**config.mk**
```make
export PLATFORM = sky130hd
export DESIGN_NAME = pws_ctrl
export DESIGN_NICKNAME = d
export VERILOG_FILES = /design/src/design/pws_pkg.sv /design/src/design/pws_ctrl.sv
export SDC_FILE = /design/constraint.sdc
export NUM_CORES = 1
export LEC_CHECK = 0
export CORE_MARGIN = 1.5
export CORE_UTILIZATION = 55
export DETAILED_ROUTE_END_ITERATION = 8
export DONT_BUFFER_PORTS = 1
export PLACE_DENSITY = 0.69
export SLEW_MARGIN = 20
export SYNTH_ARGS = -nofsm -noshare
export SYNTH_HDL_FRONTEND = slang
export SYNTH_SLANG_ARGS = --single-unit
export TNS_END_PERCENT = 50
```
**constraint.sdc**
```tcl
create_clock -name clk -period 5.2 [get_ports clk]
set_clock_uncertainty 0.2 [all_clocks]
set_input_delay 1.04 -clock clk [delete_from_list [all_inputs] [get_ports clk]]
set_output_delay 1.04 -clock clk [all_outputs]
set_load 0.02 [all_outputs]
```
**src/design/pws_pkg.sv**
```systemverilog
`timescale 1ns / 1ps
// ----------------------------------------------------------------------------
// pws_pkg
// Shared constants, codes, types and small functions of the ten-voice sine
// synthesizer with per-voice ADSR envelope.
// ----------------------------------------------------------------------------
package pws_pkg;

    // voice bank
    localparam int VOICE_COUNT = 10;
    localparam int VOICE_W     = $clog2(VOICE_COUNT);

    // sine table and phase accumulator (phase in Q.8 table entries)
    localparam int          TABLE_SIZE  = 48000;
    localparam int          PHASE_W     = 24;
    localparam logic [25:0] PHASE_MOD   = 26'(TABLE_SIZE * 256);
    localparam logic [25:0] PHASE_MOD2  = 26'(2 * TABLE_SIZE * 256);
    // floor(2^40 / TABLE_SIZE), turns index into Q.16 turns
    localparam logic [31:0] INDEX_RECIP = 32'((64'd1 << 40) / TABLE_SIZE);
    localparam int          INDEX_SHIFT = 40;

    // sine polynomial coefficients
    localparam logic [31:0] SIN_A     = 32'd51472;
    localparam logic [31:0] SIN_B     = 32'd21024;
    localparam logic [31:0] SIN_C     = 32'd2320;
    localparam logic [31:0] AMP_SCALE = 32'd32767;
    localparam logic [31:0] AMP_ROUND = 32'd16384;

    // divide by ten of a 32-bit value: (x * recip) >> 35
    localparam logic [31:0] DIV10_RECIP = 32'hCCCC_CCCD;

    // sustain scaling: floor(x / 100) by reciprocal floor(2^32 / 100)
    localparam logic [31:0] PCT_RECIP = 32'((64'd1 << 32) / 100);
    localparam logic [6:0]  PCT_MAX   = 7'd100;

    // register reset values and the slopes that follow from them
    localparam logic [6:0]  RST_SUSTAIN = 7'd50;
    localparam logic [15:0] RST_TIME    = 16'd2000;
    localparam logic [15:0] RST_LEVEL   = 16'(50 * 32768 / 100);
    localparam logic [31:0] RST_ATK_SLOPE = 32'((64'd1 << 31) / 2000);
    localparam logic [31:0] RST_DEC_SLOPE = 32'(((64'd32768 - 64'(RST_LEVEL)) << 16) / 2000);
    localparam logic [31:0] RST_REL_SLOPE = 32'((64'(RST_LEVEL) << 16) / 2000);

    localparam logic [16:0] FULL_SCALE = 17'd32768;

    // register indexes
    localparam logic [1:0] REG_SUSTAIN = 2'd0;
    localparam logic [1:0] REG_ATTACK  = 2'd1;
    localparam logic [1:0] REG_DECAY   = 2'd2;
    localparam logic [1:0] REG_RELEASE = 2'd3;

    // input op codes
    localparam logic [1:0] OP_TICK     = 2'd0;
    localparam logic [1:0] OP_NOTE_ON  = 2'd1;
    localparam logic [1:0] OP_NOTE_OFF = 2'd2;

    // envelope stages
    typedef enum logic [2:0] {
        VS_OFF, VS_ATTACK, VS_DECAY, VS_SUSTAIN, VS_RELEASE
    } voice_stage_t;

    // steps of the per-voice tick sequence
    typedef enum logic [3:0] {
        K_IDX_MUL,
        K_IDX_BACK,
        K_IDX_FIX,
        K_Z_SQ,
        K_POLY_C,
        K_POLY_B,
        K_POLY_A,
        K_AMP_MUL,
        K_GAIN_MUL,
        K_GAIN_SEL,
        K_SCALE_MUL,
        K_DIV10_MUL,
        K_ACCUM
    } calc_step_t;

    // envelope settings handed to the datapath
    typedef struct packed {
        logic [15:0] level;
        logic [31:0] atk_slope;
        logic [31:0] dec_slope;
        logic [31:0] rel_slope;
        logic [15:0] atk_time;
        logic [15:0] dec_time;
        logic [15:0] rel_time;
    } env_cfg_t;

    // controller to datapath commands
    typedef struct packed {
        logic               load;
        logic               note_on;
        logic               note_off;
        logic               tick;
        logic               finish;
        logic [VOICE_W-1:0] voice;
        calc_step_t         step;
    } ctrl_cmd_t;

    // Q.8 phase step of the lowest octave
    function automatic logic [12:0] semitone_step(input logic [3:0] semi);
        logic [12:0] s;
        case (semi)
            4'd0:    s = 13'd4186;
            4'd1:    s = 13'd4434;
            4'd2:    s = 13'd4698;
            4'd3:    s = 13'd4979;
            4'd4:    s = 13'd5274;
            4'd5:    s = 13'd5588;
            4'd6:    s = 13'd5919;
            4'd7:    s = 13'd6272;
            4'd8:    s = 13'd6646;
            4'd9:    s = 13'd7040;
            4'd10:   s = 13'd7460;
            4'd11:   s = 13'd7903;
            default: s = 13'd0;
        endcase
        return s;
    endfunction

    // zero stage time acts as one
    function automatic logic [15:0] eff_time(input logic [15:0] t);
        return (t == 16'd0) ? 16'd1 : t;
    endfunction

endpackage

```
**src/design/pws_ctrl.sv**
```systemverilog
`timescale 1ns / 1ps
// ----------------------------------------------------------------------------
// pws_ctrl
// Controller: accepts words, walks the voices and the tick steps, and holds
// the result word until it is taken.
// ----------------------------------------------------------------------------
module pws_ctrl
    import pws_pkg::*;
(
    input  logic      clk,
    input  logic      rst_n,
    input  logic      in_valid,
    output logic      in_ready,
    input  logic [1:0] op,
    output logic      out_valid,
    input  logic      out_ready,
    input  logic      cfg_busy,
    output ctrl_cmd_t cmd
);

    typedef enum logic [2:0] {ST_IDLE, ST_NOTE, ST_TICK, ST_WRAP, ST_OUT} state_t;

    localparam logic [VOICE_W-1:0] LAST_VOICE = VOICE_W'(VOICE_COUNT - 1);

    state_t             state_reg;
    logic [1:0]         op_reg;
    logic [VOICE_W-1:0] voice_reg;
    calc_step_t         step_reg;
    logic               accept;

    assign in_ready  = (state_reg == ST_IDLE) && !cfg_busy;
    assign out_valid = (state_reg == ST_OUT);
    assign accept    = in_valid && in_ready;

    // commands to the datapath
    always_comb
    begin
        cmd.load     = accept;
        cmd.note_on  = (state_reg == ST_NOTE) && (op_reg == OP_NOTE_ON);
        cmd.note_off = (state_reg == ST_NOTE) && (op_reg == OP_NOTE_OFF);
        cmd.tick     = (state_reg == ST_TICK);
        cmd.finish   = (state_reg == ST_WRAP);
        cmd.voice    = voice_reg;
        cmd.step     = step_reg;
    end

    // sequencer
    always_ff @(posedge clk or negedge rst_n)
    begin
        if (!rst_n)
        begin
            state_reg <= ST_IDLE;
            op_reg    <= OP_TICK;
            voice_reg <= '0;
            step_reg  <= K_IDX_MUL;
        end
        else
        begin
            case (state_reg)
                ST_IDLE:
                begin
                    if (accept)
                    begin
                        op_reg    <= op;
                        voice_reg <= '0;
                        step_reg  <= K_IDX_MUL;
                        if (op == OP_TICK)
                            state_reg <= ST_TICK;
                        else if (op == OP_NOTE_ON || op == OP_NOTE_OFF)
                            state_reg <= ST_NOTE;
                    end
                end
                ST_NOTE:
                begin
                    // voice index stays inside the bank after the scan
                    if (voice_reg == LAST_VOICE)
                    begin
                        voice_reg <= '0;
                        state_reg <= ST_IDLE;
                    end
                    else
                    begin
                        voice_reg <= voice_reg + 1'b1;
                    end
                end
                ST_TICK:
                begin
                    if (step_reg == K_ACCUM)
                    begin
                        step_reg <= K_IDX_MUL;
                        if (voice_reg == LAST_VOICE)
                        begin
                            voice_reg <= '0;
                            state_reg <= ST_WRAP;
                        end
                        else
                        begin
                            voice_reg <= voice_reg + 1'b1;
                        end
                    end
                    else
                    begin
                        step_reg <= calc_step_t'(step_reg + 4'd1);
                    end
                end
                ST_WRAP:
                    state_reg <= ST_OUT;
                ST_OUT:
                begin
                    if (out_ready)
                        state_reg <= ST_IDLE;
                end
                default:
                    state_reg <= ST_IDLE;
            endcase
        end
    end

    // no new word while a result waits
    assert property (@(posedge clk) disable iff (!rst_n) out_valid |-> !in_ready)
        else $error("input taken while result pending");
    // slope recompute blocks input
    assert property (@(posedge clk) disable iff (!rst_n) cfg_busy |-> !in_ready)
        else $error("input taken during slope recompute");
    // a result only follows the mix wrap-up
    assert property (@(posedge clk) disable iff (!rst_n)
        $rose(out_valid) |-> $past(state_reg == ST_WRAP))
        else $error("result raised without wrap-up");

endmodule

```
* Yosys cells after proc, flatten, opt, wreduce, memory -nomap -nowiden *
Index checks and enable logic that the tools add are counted.

word-level totals
  output and inout bits = 15
  bits of input ports = 7
  flip-flop bits (word level) = 13
  logic and storage cells = 50

cells by class
  add/subtract/negate cells = 2
  mux-type cells = 14
  reductions and logical operators = 14
  equality and inequality tests = 16

operators by type and width
  operator             number
  $mux 3               7
  $mux 4               4
  $pmux 3 s5           1
  $pmux 4 s3           1
  $add 4x1->4 const B  2
  $eq 4x4->1 const B   2
  $ne 2x1->1 const B   4
  $pmux 4 s2           1
  $eq 3x2->1 const B   2
  $reduce_and 6->1     1
  $eq 2x1->1 const B   2
  $eq 2x2->1 const B   2
  $logic_and 1x1->1    4
  $reduce_and 2->1     2
  $eq 3x1->1 const B   1
  $eq 3x3->1 const B   1
  $logic_not 3->1      1
  $ne 3x1->1 const B   1
  $reduce_and 3->1     1
  $reduce_bool 3->1    1
  $logic_not 2->1      1
  $ne 2x2->1 const B   1
  $reduce_bool 2->1    1
  $logic_not 1->1      1
  $logic_or 1x1->1     1

* Longest topological paths before layout *
  depth in word-level cells = 6
  mapped depth = 6

* Worst setup path after synthesis *
OpenSTA, ideal clock, no wires.

  kind = input -> output
  start = in cfg_busy
  end = out in_ready
  buffers on the path = 0
  setup slack = 2.293 ns
  cell stages on the path = 1
  data arrival time = 1.667 ns
  path through = nor4_1

on the way
  longest elaborated chain between the ends = 2

RTL lines
  element             line            text
  start: declaration  pws_ctrl.sv:17  input logic cfg_busy,
  $logic_not 1->1     pws_ctrl.sv:31  assign in_ready = (state_reg == ST_IDLE) && !cfg_busy;
  $logic_and 1x1->1   pws_ctrl.sv:31
  end: declaration    pws_ctrl.sv:13  output logic in_ready,

Every way passes these cells.

==> impl_results.md <==
- Io pins: 22
- Met3 WL: between 100 and 150 um
- Die footprint: ~1800 um^2
- FMAX: 319.4 MHz
- Global-route wire length before repair: 2553 um
- Hpwl dp: between 1000 and 1500 um
- Final setup viols: 0
- DRT Wirelength: approximately 1500 um
- Worst setup SP type: register
- WL met1: about 660 um
- Core Area: around 1500 um^2
- Comb power frac: 0.398
- Status: finished clean
- Remaining antenna violation count: 0
- Synth unique cells: 39
- Post-Synthesis Mean Instance Area: about 11 um^2
- GRT Resource Usage Total: 0.1995
- Fraction of power spent switching nets: 0.4733
- Sw Pwr: between 200 and 250 uW
- Site Rows: 14
- Reg-to-reg endpoint: voice_reg[2]
- Leak: roughly 0.00041 uW
- Total power: 466.4 uW
- Cell internal pwr: ~250 uW
- Slew Limit Fails: 0
- Final GP Congestion: around 0.81
- Syn_nets: between 90 and 100
- Clock power share: 0.132
- CTS tree: done
- Drt wl/cell: 15.79 um
- Vias in the first global route: about 570
- Final worst path period need: ~3100 ps
- HP Class: in -> async
- Share of cells above drive strength 1: 0.1852
- Synth Register Bits: 13
- Largest net degree at the start of global routing: 14
- RSZ-0062 raised after global routing: false
- Die Wd: approximately 42 um
- Cell Pwr Density: between 500 and 600 nW/um^2
- Mapped Cells: about 80
- Clock Root Buffer: clkbuf_4
- Worst R2R Setup Slack: around 3300 ps
- Fin nets: between 90 and 100
- Yosys top cell area share: 0.3812
- Worst-Margin Slew: 958.8 ps
- Setup CP Type: reg -> out
- Worst vdd ir: around 310 uV
- Commonest non-fill, non-tap cells in the layout: 13 x dfrtp_1, 6 x inv_1, 5 x ha_1
- Die Ht: around 42 um
- Initial DRT Pass Iterations: 4
- Synth warnings: 0
- PnR worst setup slack: roughly 2100 ps
- Mapped cell area: around 850 um^2
- DRC viols: 0
- Relative slew margins: 0.3549
- Wire length on met2: about 740 um
- Vias: between 500 and 600
- Largest area contributor in the netlist: dfrtp_1
- Port bufs: 0
- Clock Tree Buf Depth: 2
- Fin. Hold Viols: 0
- Post-CTS setup buffer count: 0
- Post-place setup slack: 2190 ps
- Initial antenna violation count: 0
- Skew-Pair Late Insertion Delay: 270 ps
- Sinks on Clock Net: 13
- 1st-iter DRT viols: 6
- Commonest non-fill, non-tap cell in the layout: dfrtp_1
- Main area contributors after synthesis: dfrtp_1 38%, ha_1 7.3%, a221oi_4 3.1%
- Post-CTS resize count: 0
- Setup_tns: 0 ps
- Critical path endpoint category: primary output
- Initial Util: 0.5799
- Sequential share of power: 0.470
- Arrival time at the worst endpoint: ~1900 ps
- CTS buffer count: 3
- Period utilisation layout: 0.6020
- Worst path required time: between 3000 and 4000 ps
- Post-synthesis sequential area ratio: 0.3812
- Worst Reg-to-Reg Cells: 6
- CP Max Fanout: 12
- Max-cap violations: 0
- Total gr overflow: 0
- Ant diodes: 0
- Htree depth: 1
- Hold buffer count at CTS: 0
- Syn-to-layout area delta: 1.320%
- Clock-pin slew on the worst setup and hold paths: approximately 80 ps
- DR top layer: met4
- Reg2reg start: step_reg[0]
- Via density: about 6.1
-- power groups by stage --
stage	clock, uW	combinational [uW]	sequential [uW]
2_1_floorplan	0	192	191
3_3_place_gp	0	182	219
3_5_place_dp	0	185	221
4_1_cts	65.3	186	219
5_1_grt	70.6	208	226
6_report	61.6	186	219
-- worst max-delay path, cell delays in order (launching register included) --
cell and delay [ps]:
dfrtp_1 550, or3b_1 460, nor3b_1 610
-- cell families after synthesis --
| family | share of synthesized area |
|---|---|
| muxes | 0.03812 |
| AOI/OAI and AO/OA | 0.1642 |
| buffers and inverters | 0.07184 |
| xor gates and xnor gates | 0.01027 |
| adders and majority gates | 0.07331 |
| and+or+nand+nor | 0.2610 |
| DFF | 0.3812 |
-- cells in the mapped netlist --
cell,n
a21o_1,1
buf_4,1
a211oi_1,1
a21oi_1,1
buf_6,2
or3b_1,2
dfrtp_1,13
nand2_1,4
o2bb2ai_1,2
xnor2_1,1
a221oi_4,1
a22oi_1,1
o22ai_1,1
o21ai_0,3
mux2_2,2
nand4b_4,1
nor4_1,1
nand2_2,1
and3_1,3
inv_1,6
nor2_1,2
nor3_1,1
a22o_2,1
o31ai_1,3
and3b_2,2
nor4_4,1
buf_2,1
mux2i_1,1
nor2_2,1
inv_2,1
o21ai_1,3
ha_1,5
nor3b_1,3
nor2b_1,1
or3_1,1
and2_1,1
nor3_2,1
nand3_1,1
nand2b_1,3
-- how the worst max path moves through the flow --
stage	slack [ps]	cells past startpoint	from	endpoint
floorplan	2290	1	cfg_busy	in_ready
global placement	2200	1	cfg_busy	in_ready
detailed placement	2190	1	cfg_busy	in_ready
CTS	2050	2	state_reg[1]	cmd[10]
global route	1990	2	state_reg[0]	cmd[11]
finish	2070	2	state_reg[1]	cmd[11]
-- final cells by class --
type,instances,area (um^2)
Fill cell,124,606.8
Multi-Input combinational cell,57,466.7
Sequential cell,13,325.3
Clock buffer,4,26.28
Inverter,7,26.28
Tap cell,16,20.02
-- layer usage --
metal  vias to the layer above  global-route usage
li1                        292                   -
met1                       273              0.2247
met2                        20              0.3077
met3                         4             0.09483
met4                         0              0.1125
met5                         -                   0
-- metrics by stage --
stage	instance area (um^2)	hold WS (ps)	instances	utilization
floorplan	853.3	296.1	81	-
global placement	838.3	306.6	93	0.5697
detailed placement	838.3	321.0	93	0.5697
CTS	864.6	237.3	97	0.5876
global route	864.6	218.4	97	0.5876
finish	864.6	249.3	97	0.5876
(Power assumes the default switching activity.)
