`src/design/pws_pkg.sv`:
```
`timescale 1ns / 1ps
// ----------------------------------------------------------------------------
// pws_pkg
// Shared constants, codes, types and small functions of the ten-voice sine
// synthesizer with per-voice ADSR envelope.
// ----------------------------------------------------------------------------
package pws_pkg;

    // voice bank
    localparam int VOICE_COUNT = 10;
    localparam int VOICE_W     = $clog2(VOICE_COUNT);

    // sine table and phase accumulator (phase in Q.8 table entries)
    localparam int          TABLE_SIZE  = 48000;
    localparam int          PHASE_W     = 24;
    localparam logic [25:0] PHASE_MOD   = 26'(TABLE_SIZE * 256);
    localparam logic [25:0] PHASE_MOD2  = 26'(2 * TABLE_SIZE * 256);
    // floor(2^40 / TABLE_SIZE), turns index into Q.16 turns
    localparam logic [31:0] INDEX_RECIP = 32'((64'd1 << 40) / TABLE_SIZE);
    localparam int          INDEX_SHIFT = 40;

    // sine polynomial coefficients
    localparam logic [31:0] SIN_A     = 32'd51472;
    localparam logic [31:0] SIN_B     = 32'd21024;
    localparam logic [31:0] SIN_C     = 32'd2320;
    localparam logic [31:0] AMP_SCALE = 32'd32767;
    localparam logic [31:0] AMP_ROUND = 32'd16384;

    // divide by ten of a 32-bit value: (x * recip) >> 35
    localparam logic [31:0] DIV10_RECIP = 32'hCCCC_CCCD;

    // sustain scaling: floor(x / 100) by reciprocal floor(2^32 / 100)
    localparam logic [31:0] PCT_RECIP = 32'((64'd1 << 32) / 100);
    localparam logic [6:0]  PCT_MAX   = 7'd100;

    // register reset values and the slopes that follow from them
    localparam logic [6:0]  RST_SUSTAIN = 7'd50;
    localparam logic [15:0] RST_TIME    = 16'd2000;
    localparam logic [15:0] RST_LEVEL   = 16'(50 * 32768 / 100);
    localparam logic [31:0] RST_ATK_SLOPE = 32'((64'd1 << 31) / 2000);
    localparam logic [31:0] RST_DEC_SLOPE = 32'(((64'd32768 - 64'(RST_LEVEL)) << 16) / 2000);
    localparam logic [31:0] RST_REL_SLOPE = 32'((64'(RST_LEVEL) << 16) / 2000);

    localparam logic [16:0] FULL_SCALE = 17'd32768;

    // register indexes
    localparam logic [1:0] REG_SUSTAIN = 2'd0;
    localparam logic [1:0] REG_ATTACK  = 2'd1;
    localparam logic [1:0] REG_DECAY   = 2'd2;
    localparam logic [1:0] REG_RELEASE = 2'd3;

    // input op codes
    localparam logic [1:0] OP_TICK     = 2'd0;
    localparam logic [1:0] OP_NOTE_ON  = 2'd1;
    localparam logic [1:0] OP_NOTE_OFF = 2'd2;

    // envelope stages
    typedef enum logic [2:0] {
        VS_OFF, VS_ATTACK, VS_DECAY, VS_SUSTAIN, VS_RELEASE
    } voice_stage_t;

    // steps of the per-voice tick sequence
    typedef enum logic [3:0] {
        K_IDX_MUL,
        K_IDX_BACK,
        K_IDX_FIX,
        K_Z_SQ,
        K_POLY_C,
        K_POLY_B,
        K_POLY_A,
        K_AMP_MUL,
        K_GAIN_MUL,
        K_GAIN_SEL,
        K_SCALE_MUL,
        K_DIV10_MUL,
        K_ACCUM
    } calc_step_t;

    // envelope settings handed to the datapath
    typedef struct packed {
        logic [15:0] level;
        logic [31:0] atk_slope;
        logic [31:0] dec_slope;
        logic [31:0] rel_slope;
        logic [15:0] atk_time;
        logic [15:0] dec_time;
        logic [15:0] rel_time;
    } env_cfg_t;

    // controller to datapath commands
    typedef struct packed {
        logic               load;
        logic               note_on;
        logic               note_off;
        logic               tick;
        logic               finish;
        logic [VOICE_W-1:0] voice;
        calc_step_t         step;
    } ctrl_cmd_t;

    // Q.8 phase step of the lowest octave
    function automatic logic [12:0] semitone_step(input logic [3:0] semi);
        logic [12:0] s;
        case (semi)
            4'd0:    s = 13'd4186;
            4'd1:    s = 13'd4434;
            4'd2:    s = 13'd4698;
            4'd3:    s = 13'd4979;
            4'd4:    s = 13'd5274;
            4'd5:    s = 13'd5588;
            4'd6:    s = 13'd5919;
            4'd7:    s = 13'd6272;
            4'd8:    s = 13'd6646;
            4'd9:    s = 13'd7040;
            4'd10:   s = 13'd7460;
            4'd11:   s = 13'd7903;
            default: s = 13'd0;
        endcase
        return s;
    endfunction

    // zero stage time acts as one
    function automatic logic [15:0] eff_time(input logic [15:0] t);
        return (t == 16'd0) ? 16'd1 : t;
    endfunction

endpackage

```
`src/design/pws_cfg.sv`:
```
`timescale 1ns / 1ps
// ----------------------------------------------------------------------------
// pws_cfg
// APB register file and envelope slope unit: each write recomputes the sustain
// level by reciprocal multiply and the three slopes with a serial divider.
// ----------------------------------------------------------------------------
module pws_cfg
    import pws_pkg::*;
(
    input  logic        clk,
    input  logic        rst_n,
    input  logic        psel,
    input  logic        penable,
    input  logic        pwrite,
    input  logic [3:0]  paddr,
    input  logic [31:0] pwdata,
    output logic [31:0] prdata,
    output logic        pready,
    output env_cfg_t    cfg,
    output logic        busy
);

    typedef enum logic [1:0] {C_IDLE, C_SCALE, C_FIX, C_DIV} cstate_t;

    cstate_t     state_reg;
    logic [6:0]  sus_reg;
    logic [15:0] atk_reg;
    logic [15:0] dec_reg;
    logic [15:0] rel_reg;
    logic [15:0] level_reg;
    logic [31:0] atk_slope_reg;
    logic [31:0] dec_slope_reg;
    logic [31:0] rel_slope_reg;
    logic [47:0] prod_reg;
    logic [1:0]  slot_reg;
    logic [4:0]  bit_reg;
    logic [15:0] rem_reg;
    logic [31:0] quo_reg;

    logic        wr;
    logic [1:0]  idx;
    logic [6:0]  pct;
    logic [21:0] pct_x;
    logic [15:0] lvl_q0;
    logic [21:0] lvl_r;
    logic [15:0] level_next;
    logic [15:0] divisor;
    logic [16:0] rem_sh;
    logic        ge;
    logic [15:0] rem_next;
    logic [31:0] quo_next;
    logic [16:0] dec_span;

    assign pready = 1'b1;
    assign busy   = (state_reg != C_IDLE);
    assign wr     = psel & penable & pwrite;
    assign idx    = paddr[3:2];

    // read mux
    always_comb
    begin
        case (idx)
            REG_SUSTAIN: prdata = {25'd0, sus_reg};
            REG_ATTACK:  prdata = {16'd0, atk_reg};
            REG_DECAY:   prdata = {16'd0, dec_reg};
            REG_RELEASE: prdata = {16'd0, rel_reg};
            default:     prdata = 32'd0;
        endcase
    end

    // sustain level = floor(pct * 32768 / 100)
    assign pct        = (sus_reg > PCT_MAX) ? PCT_MAX : sus_reg;
    assign pct_x      = {pct, 15'd0};
    assign lvl_q0     = prod_reg[47:32];
    assign lvl_r      = pct_x - 22'(lvl_q0 * 22'd100);
    assign level_next = (lvl_r >= 22'd100) ? lvl_q0 + 16'd1 : lvl_q0;
    assign dec_span   = FULL_SCALE - {1'b0, level_reg};

    // one restoring divide step
    always_comb
    begin
        case (slot_reg)
            2'd0:    divisor = eff_time(atk_reg);
            2'd1:    divisor = eff_time(dec_reg);
            default: divisor = eff_time(rel_reg);
        endcase
    end
    assign rem_sh   = {rem_reg, quo_reg[31]};
    assign ge       = rem_sh >= {1'b0, divisor};
    assign rem_next = ge ? 16'(rem_sh - {1'b0, divisor}) : rem_sh[15:0];
    assign quo_next = {quo_reg[30:0], ge};

    // registers and slope sequencer
    always_ff @(posedge clk or negedge rst_n)
    begin
        if (!rst_n)
        begin
            state_reg     <= C_IDLE;
            sus_reg       <= RST_SUSTAIN;
            atk_reg       <= RST_TIME;
            dec_reg       <= RST_TIME;
            rel_reg       <= RST_TIME;
            level_reg     <= RST_LEVEL;
            atk_slope_reg <= RST_ATK_SLOPE;
            dec_slope_reg <= RST_DEC_SLOPE;
            rel_slope_reg <= RST_REL_SLOPE;
            slot_reg      <= 2'd0;
            bit_reg       <= 5'd0;
        end
        else if (wr)
        begin
            case (idx)
                REG_SUSTAIN: sus_reg <= pwdata[6:0];
                REG_ATTACK:  atk_reg <= pwdata[15:0];
                REG_DECAY:   dec_reg <= pwdata[15:0];
                REG_RELEASE: rel_reg <= pwdata[15:0];
                default:     ;
            endcase
            state_reg <= C_SCALE;
        end
        else
        begin
            case (state_reg)
                C_SCALE:
                begin
                    prod_reg  <= 48'(48'(pct_x) * 48'(PCT_RECIP));
                    state_reg <= C_FIX;
                end
                C_FIX:
                begin
                    level_reg <= level_next;
                    slot_reg  <= 2'd0;
                    bit_reg   <= 5'd0;
                    rem_reg   <= 16'd0;
                    quo_reg   <= 32'h8000_0000;
                    state_reg <= C_DIV;
                end
                C_DIV:
                begin
                    rem_reg <= rem_next;
                    quo_reg <= quo_next;
                    bit_reg <= bit_reg + 5'd1;
                    if (bit_reg == 5'd31)
                    begin
                        rem_reg <= 16'd0;
                        case (slot_reg)
                            2'd0:
                            begin
                                atk_slope_reg <= quo_next;
                                quo_reg       <= {dec_span[15:0], 16'd0};
                                slot_reg      <= 2'd1;
                            end
                            2'd1:
                            begin
                                dec_slope_reg <= quo_next;
                                quo_reg       <= {level_reg, 16'd0};
                                slot_reg      <= 2'd2;
                            end
                            default:
                            begin
                                rel_slope_reg <= quo_next;
                                state_reg     <= C_IDLE;
                            end
                        endcase
                    end
                end
                default: ;
            endcase
        end
    end

    // settings out
    always_comb
    begin
        cfg.level     = level_reg;
        cfg.atk_slope = atk_slope_reg;
        cfg.dec_slope = dec_slope_reg;
        cfg.rel_slope = rel_slope_reg;
        cfg.atk_time  = eff_time(atk_reg);
        cfg.dec_time  = eff_time(dec_reg);
        cfg.rel_time  = eff_time(rel_reg);
    end

    // a write always starts a recompute
    assert property (@(posedge clk) disable iff (!rst_n) wr |=> busy)
        else $error("slope recompute not started after write");
    // the divider never leaves a remainder at or above the divisor
    assert property (@(posedge clk) disable iff (!rst_n)
        (state_reg == C_DIV) |-> (rem_reg < divisor))
        else $error("divider remainder out of range");
    // the level never exceeds full scale
    assert property (@(posedge clk) disable iff (!rst_n) level_reg <= FULL_SCALE[15:0])
        else $error("sustain level above full scale");

endmodule

```
`config.mk`:
```
export PLATFORM = sky130hd
export DESIGN_NAME = pws_cfg
export DESIGN_NICKNAME = d
export VERILOG_FILES = /design/src/design/pws_pkg.sv /design/src/design/pws_cfg.sv
export SDC_FILE = /design/constraint.sdc
export NUM_CORES = 1
export LEC_CHECK = 0
export BUFFER_PORTS_ARGS = -buffer_cell sky130_fd_sc_hd__buf_2
export CORE_UTILIZATION = 35
export CTS_BUF_LIST = sky130_fd_sc_hd__clkbuf_2 sky130_fd_sc_hd__clkbuf_4 sky130_fd_sc_hd__clkbuf_8
export DETAILED_ROUTE_END_ITERATION = 7
export PLACE_DENSITY_LB_ADDON = 0.3
export SLEW_MARGIN = 30
export SYNTH_ARGS = -nofsm -noshare
export SYNTH_HDL_FRONTEND = slang
export SYNTH_SLANG_ARGS = --single-unit
```
`constraint.sdc`:
```
create_clock -name clk -period 6.78 [get_ports clk]
set_input_delay 0.339 -clock clk [delete_from_list [all_inputs] [get_ports clk]]
set_output_delay 0.339 -clock clk [all_outputs]
set_load 0.05 [all_outputs]
```
Yosys cells after proc, flatten, opt, wreduce, memory -nomap -nowiden
Index checks and enable logic that the tools add are counted.
- $add $sub $neg: 5
- multipliers: 2
- order comparisons: 3
- eq/ne operators: 12
- multiplexer cells: 21
- bitwise gates (word level): 4
- reductions and logical operators: 22
- operators with widths (operator ; number):
    $pmux W32 S2 ; 2
    $pmux W32 S4 ; 1
    $mux W16 ; 6
    $pmux W16 S2 ; 2
    $logic_not A16 Y1 ; 3
    $mux W32 ; 1
    $mul A7 B23 Y30 const B ; 1
    $ge A22 B7 Y1 const B ; 1
    $sub A22 B22 Y22 ; 1
    $mul A16 B5 Y20 const B ; 1
    $ge A17 B16 Y1 ; 1
    $add A16 B1 Y16 const B ; 1
    $reduce_and A4 Y1 ; 4
    $sub A16 B16 Y16 ; 1
    $sub A16 B16 Y16 const A ; 1
    $reduce_and A2 Y1 ; 6
    $pmux W5 S2 ; 1
    $ne A3 B3 Y1 const B ; 3
    $reduce_and A3 Y1 ; 3
    $eq A2 B2 Y1 const B ; 4
    $mux W2 ; 4
    $pmux W2 S2 ; 2
    $gt A7 B7 Y1 const B ; 1
    $mux W7 ; 1
    other kinds (11) ; 17
- flip-flop bits (word level): 254
- output and inout port bits: 194
- logic and storage cells: 83

Depth between registers and ports, before layout
- word-level depth: 7
- gate-level depth with buffers: 29
- mapped depth without buffers: 27

Worst setup path before layout
Ideal clock, no wire load.
- path kind: reg2reg
- from: register prod_reg[38]
- to: register level_reg[1]
- setup time: 134 ps
- data arrival time: 5821 ps
- data required time: 6646 ps
- setup slack: 826 ps
- cell stages (with the launch flop): 30
- buffers on the path: 2
- clock period less this slack: 5954 ps
- cells stage by stage: edfxtp_1 ha_1 ha_1 inv_1 fa_1 inv_1 ha_1 o21a_1 o21a_1 o211ai_1 a21boi_0 o21ai_0 nand2b_1 a21o_1 a21o_1 a21oi_1 xor2_1 ha_1 nor2b_1 and2_1 o21a_1 a2111oi_0 nand3_1 a2111oi_2 nand3_2 nor4_4 buf_6 buf_12 mux2i_1 o21ai_1
- cells in the longest elaborated chain, start to end: 4
- ends and longest elaborated chain (element ; RTL line ; RTL):
    start, declared ; pws_cfg.sv:34 ; logic [47:0] prod_reg;
    start signal, assigned ; pws_cfg.sv:126 ; prod_reg <= 48'(48'(pct_x) * 48'(PCT_RECIP));
    $mul A16 B5 Y20 ; pws_cfg.sv:75 ; assign lvl_r = pct_x - 22'(lvl_q0 * 22'd100);
    $sub A22 B22 Y22 ; pws_cfg.sv:75 ;
    $ge A22 B7 Y1 ; pws_cfg.sv:76 ; assign level_next = (lvl_r >= 22'd100) ? lvl_q0 + 16'd1 : lvl_q0;
    $mux W16 ; pws_cfg.sv:76 ;
    end signal, assigned ; pws_cfg.sv:131 ; level_reg <= level_next;
    end, declared ; pws_cfg.sv:30 ; logic [15:0] level_reg;
Every way passes these cells.
A chain may end at the register's enable or synchronous reset.

Worst setup path in the final report
- from: register prod_reg[37]
- to: register level_reg[1]
Same word-level chain as after synthesis.

==> reports/qor.csv <==
metric;value;unit
status;complete, no violations;
most frequent CP cell;ha_1;
Syn-to-layout area delta;16.91;%
antenna violations before repair;0;
final period utilization;94.04;%
mux cell area share after synthesis;14.50;%
initial DRC count;615;
Setup-failing EPs final;0;
# fillers;4305;
clk slew on worst S/H paths;0.06;ns
worst r2r src;prod_reg[37];
RePlAce Congestion;0.8707;
largest net degree at the start of global routing;69;
Worst path max stage delay;0.50;ns
Rel. slew slack;40.08;%
CTS tree;done;
commonest non-fill, non-tap cell in the layout;buf_2;
wire per inst;17.26;um
number of flops mapped to enable cells by yosys;64;
WHS Endpoint;atk_reg[6];
Worst Hold Path Cells;2;
Cells after Synth;1474;
num rows;77;
YS warnings;0;
# Max-Cap Violations;0;
DRC viols;0;
post-synth top area cell;dfrtp_1;
main combinational cell family by area after synthesis;adder cells;
Netlist Area Pre-Place;15850;um^2
num ports;235;
total vias in the final route;11620;
Layout Skew;0.05020;ns
Root Driver;clkbuf_8;
min-delay worst type;input pin to flop;
Max Clk Rate;0.1568;GHz
chip height;214.8;um
NumNets Final;1882;
final-report hold violation count;0;
r2r endpoint;level_reg[1];
R2R depth;28;
die width;214.8;um
vias per std cell;5.072;
CTS Sinks;240;
# port buffers;199;
register area share after synthesis;40.25;%
Pre-antenna DRT Iters;5;
Seq cells post-synth;240;
RSZ-0062 raised after global routing;no;
post-synthesis simple-gate area fraction;11.16;%
Async S/R FF share, synth;73.33;%
initial core utilization;35.69;%
Setup Total Neg Slack;0;ns
total CTS buffers;44;
layout cell share with drive strength beyond 1;31.71;%
Synth area leaders;dfrtp_1 21%, edfxtp_1 12%, mux2_2 11%, ha_1 11%, dfstp_2 7.3%;
compound-cell area share of the yosys netlist;9.574;%
crit path max fanout;22;
post-route ant nets;0;
number of distinct library cells after synthesis;75;
Syn Area/Cell;10.75;um^2
adder-cell share of the synthesized area;15.72;%
Overall Global Routing Usage;17.24;%
Core Region;44410;um^2
worst-skew pair later-pin latency;0.61;ns
R2R setup slack;0.40;ns
Hold Path Origin;pwdata[6];
WS Path Type;flop to flop;
CP Data Arrival Time;6.82;ns
total congestion overflow;0;
Max H-tree Level;2;
vias in the first global route;11510;
ant diodes;0;
detailed-route wire length;39.56;mm
global-route wire length before repair;63.90;mm
Hold Worst Slack;0.04768;ns
XOR/XNOR share of the synthesized area;2.747;%
Slew Limit Fails;0;
Synth top area share;20.84;%
Worst EP required;7.22;ns
DP HPWL;30.27;mm
die area;46150;um^2
Slowest-stage cell, CP;fa_1;
most frequent cells in the layout;198 x buf_2, 159 x mux2_2, 140 x ha_1;
Worst Setup End Kind;flop;
CTS max path bufs;3;
Synth Flop Type;dfrtp_1;
crit start category;flop;
Worst Tran Pin Value;0.8964;ns
minimum clock period;6.376;ns
==> metal layers <==
metal  track usage (%)  share of wire [%]  wire [um]
met5                 0                  0          0
met4             4.643                1.8        718
met3             2.760                4.4       1750
met2             27.61                 46      18130
met1             24.06                 48      18960
==> worst max-delay path by stage <==
stage,startpoint,end,depth (start not counted)
detailed placement,prod_reg[35],level_reg[1],28
floorplan,prod_reg[38],level_reg[1],29
global placement,prod_reg[35],level_reg[8],27
CTS,prod_reg[38],level_reg[6],27
global route,prod_reg[35],level_reg[1],26
finish,prod_reg[37],level_reg[1],28
==> timing repair <==
action | in CTS | in global routing
endpoints found under the hold margin | 92 | 0
endpoints found under the setup margin | 0 | 16
buffers inserted | 0 | 2
hold buffers | 16 | 0
resized for setup | 0 | 4
==> cells in the mapped netlist (22+ instances only) <==
master,instances
mux2i_1,35
ha_1,140
dfstp_2,44
edfxtp_1,64
mux2_2,159
clkbuf_1,87
or3_1,22
and2_1,23
o21ai_0,42
nand2_1,91
dfrtp_1,132
fa_1,37
nor2_1,79
xnor2_1,28
nand3_1,27
a21oi_1,53
inv_1,119
==> area by class of cell <==
| type | count | area, um^2 | share of cell area (%) |
|---|---|---|---|
| Tap cell | 592 | 740.7 | 3.997 |
| Multi-Input combinational cell | 1019 | 8621 | 46.52 |
| Clock inverter | 13 | 118.9 | 0.6414 |
| Sequential cell | 240 | 6381 | 34.43 |
| Timing Repair Buffer | 240 | 1394 | 7.521 |
| Clock buffer | 69 | 830.8 | 4.483 |
| Inverter | 119 | 446.7 | 2.410 |
==> logic make-up (layout without fill, tap and decap cells) <==
kind of cell | after synthesis | in the layout
compound gates | 227 | 227
xor+xnor | 48 | 48
fa+ha+maj | 177 | 177
buf+inv | 230 | 441
flops | 240 | 240
mux | 201 | 201
other cells | 2 | 17
simple gates | 349 | 349
==> through the flow <==
stage / cell area [um^2] / utilization (%) / cells / worst slack [ns]
3_5_place_dp: 17380 / 39.14 / 2192 / 0.3529
5_1_grt: 18530 / 41.73 / 2292 / 0.03370
3_3_place_gp: 17330 / 39.01 / 2190 / 0.3963
6_report: 18530 / 41.73 / 2292 / 0.4043
4_1_cts: 18490 / 41.64 / 2290 / 0.3053
2_1_floorplan: 15910 / - / 1489 / 0.8259
==> critical path: cells and delay by family, from the launching register on <==
family / cells / cell delay [ns]
XOR/XNOR: 1 / 0.18
buffers and inverters: 3 / 0.33
AND/OR/NAND/NOR: 6 / 1.02
adder cells (fa/ha/maj): 5 / 1.81
multiplexers: 1 / 0.20
flip-flops: 1 / 0.47
AO/OA/AOI/OAI: 12 / 2.23
Power is not shown: default switching activity piles up to over one toggle a cycle in this logic, so the estimate is an artifact.
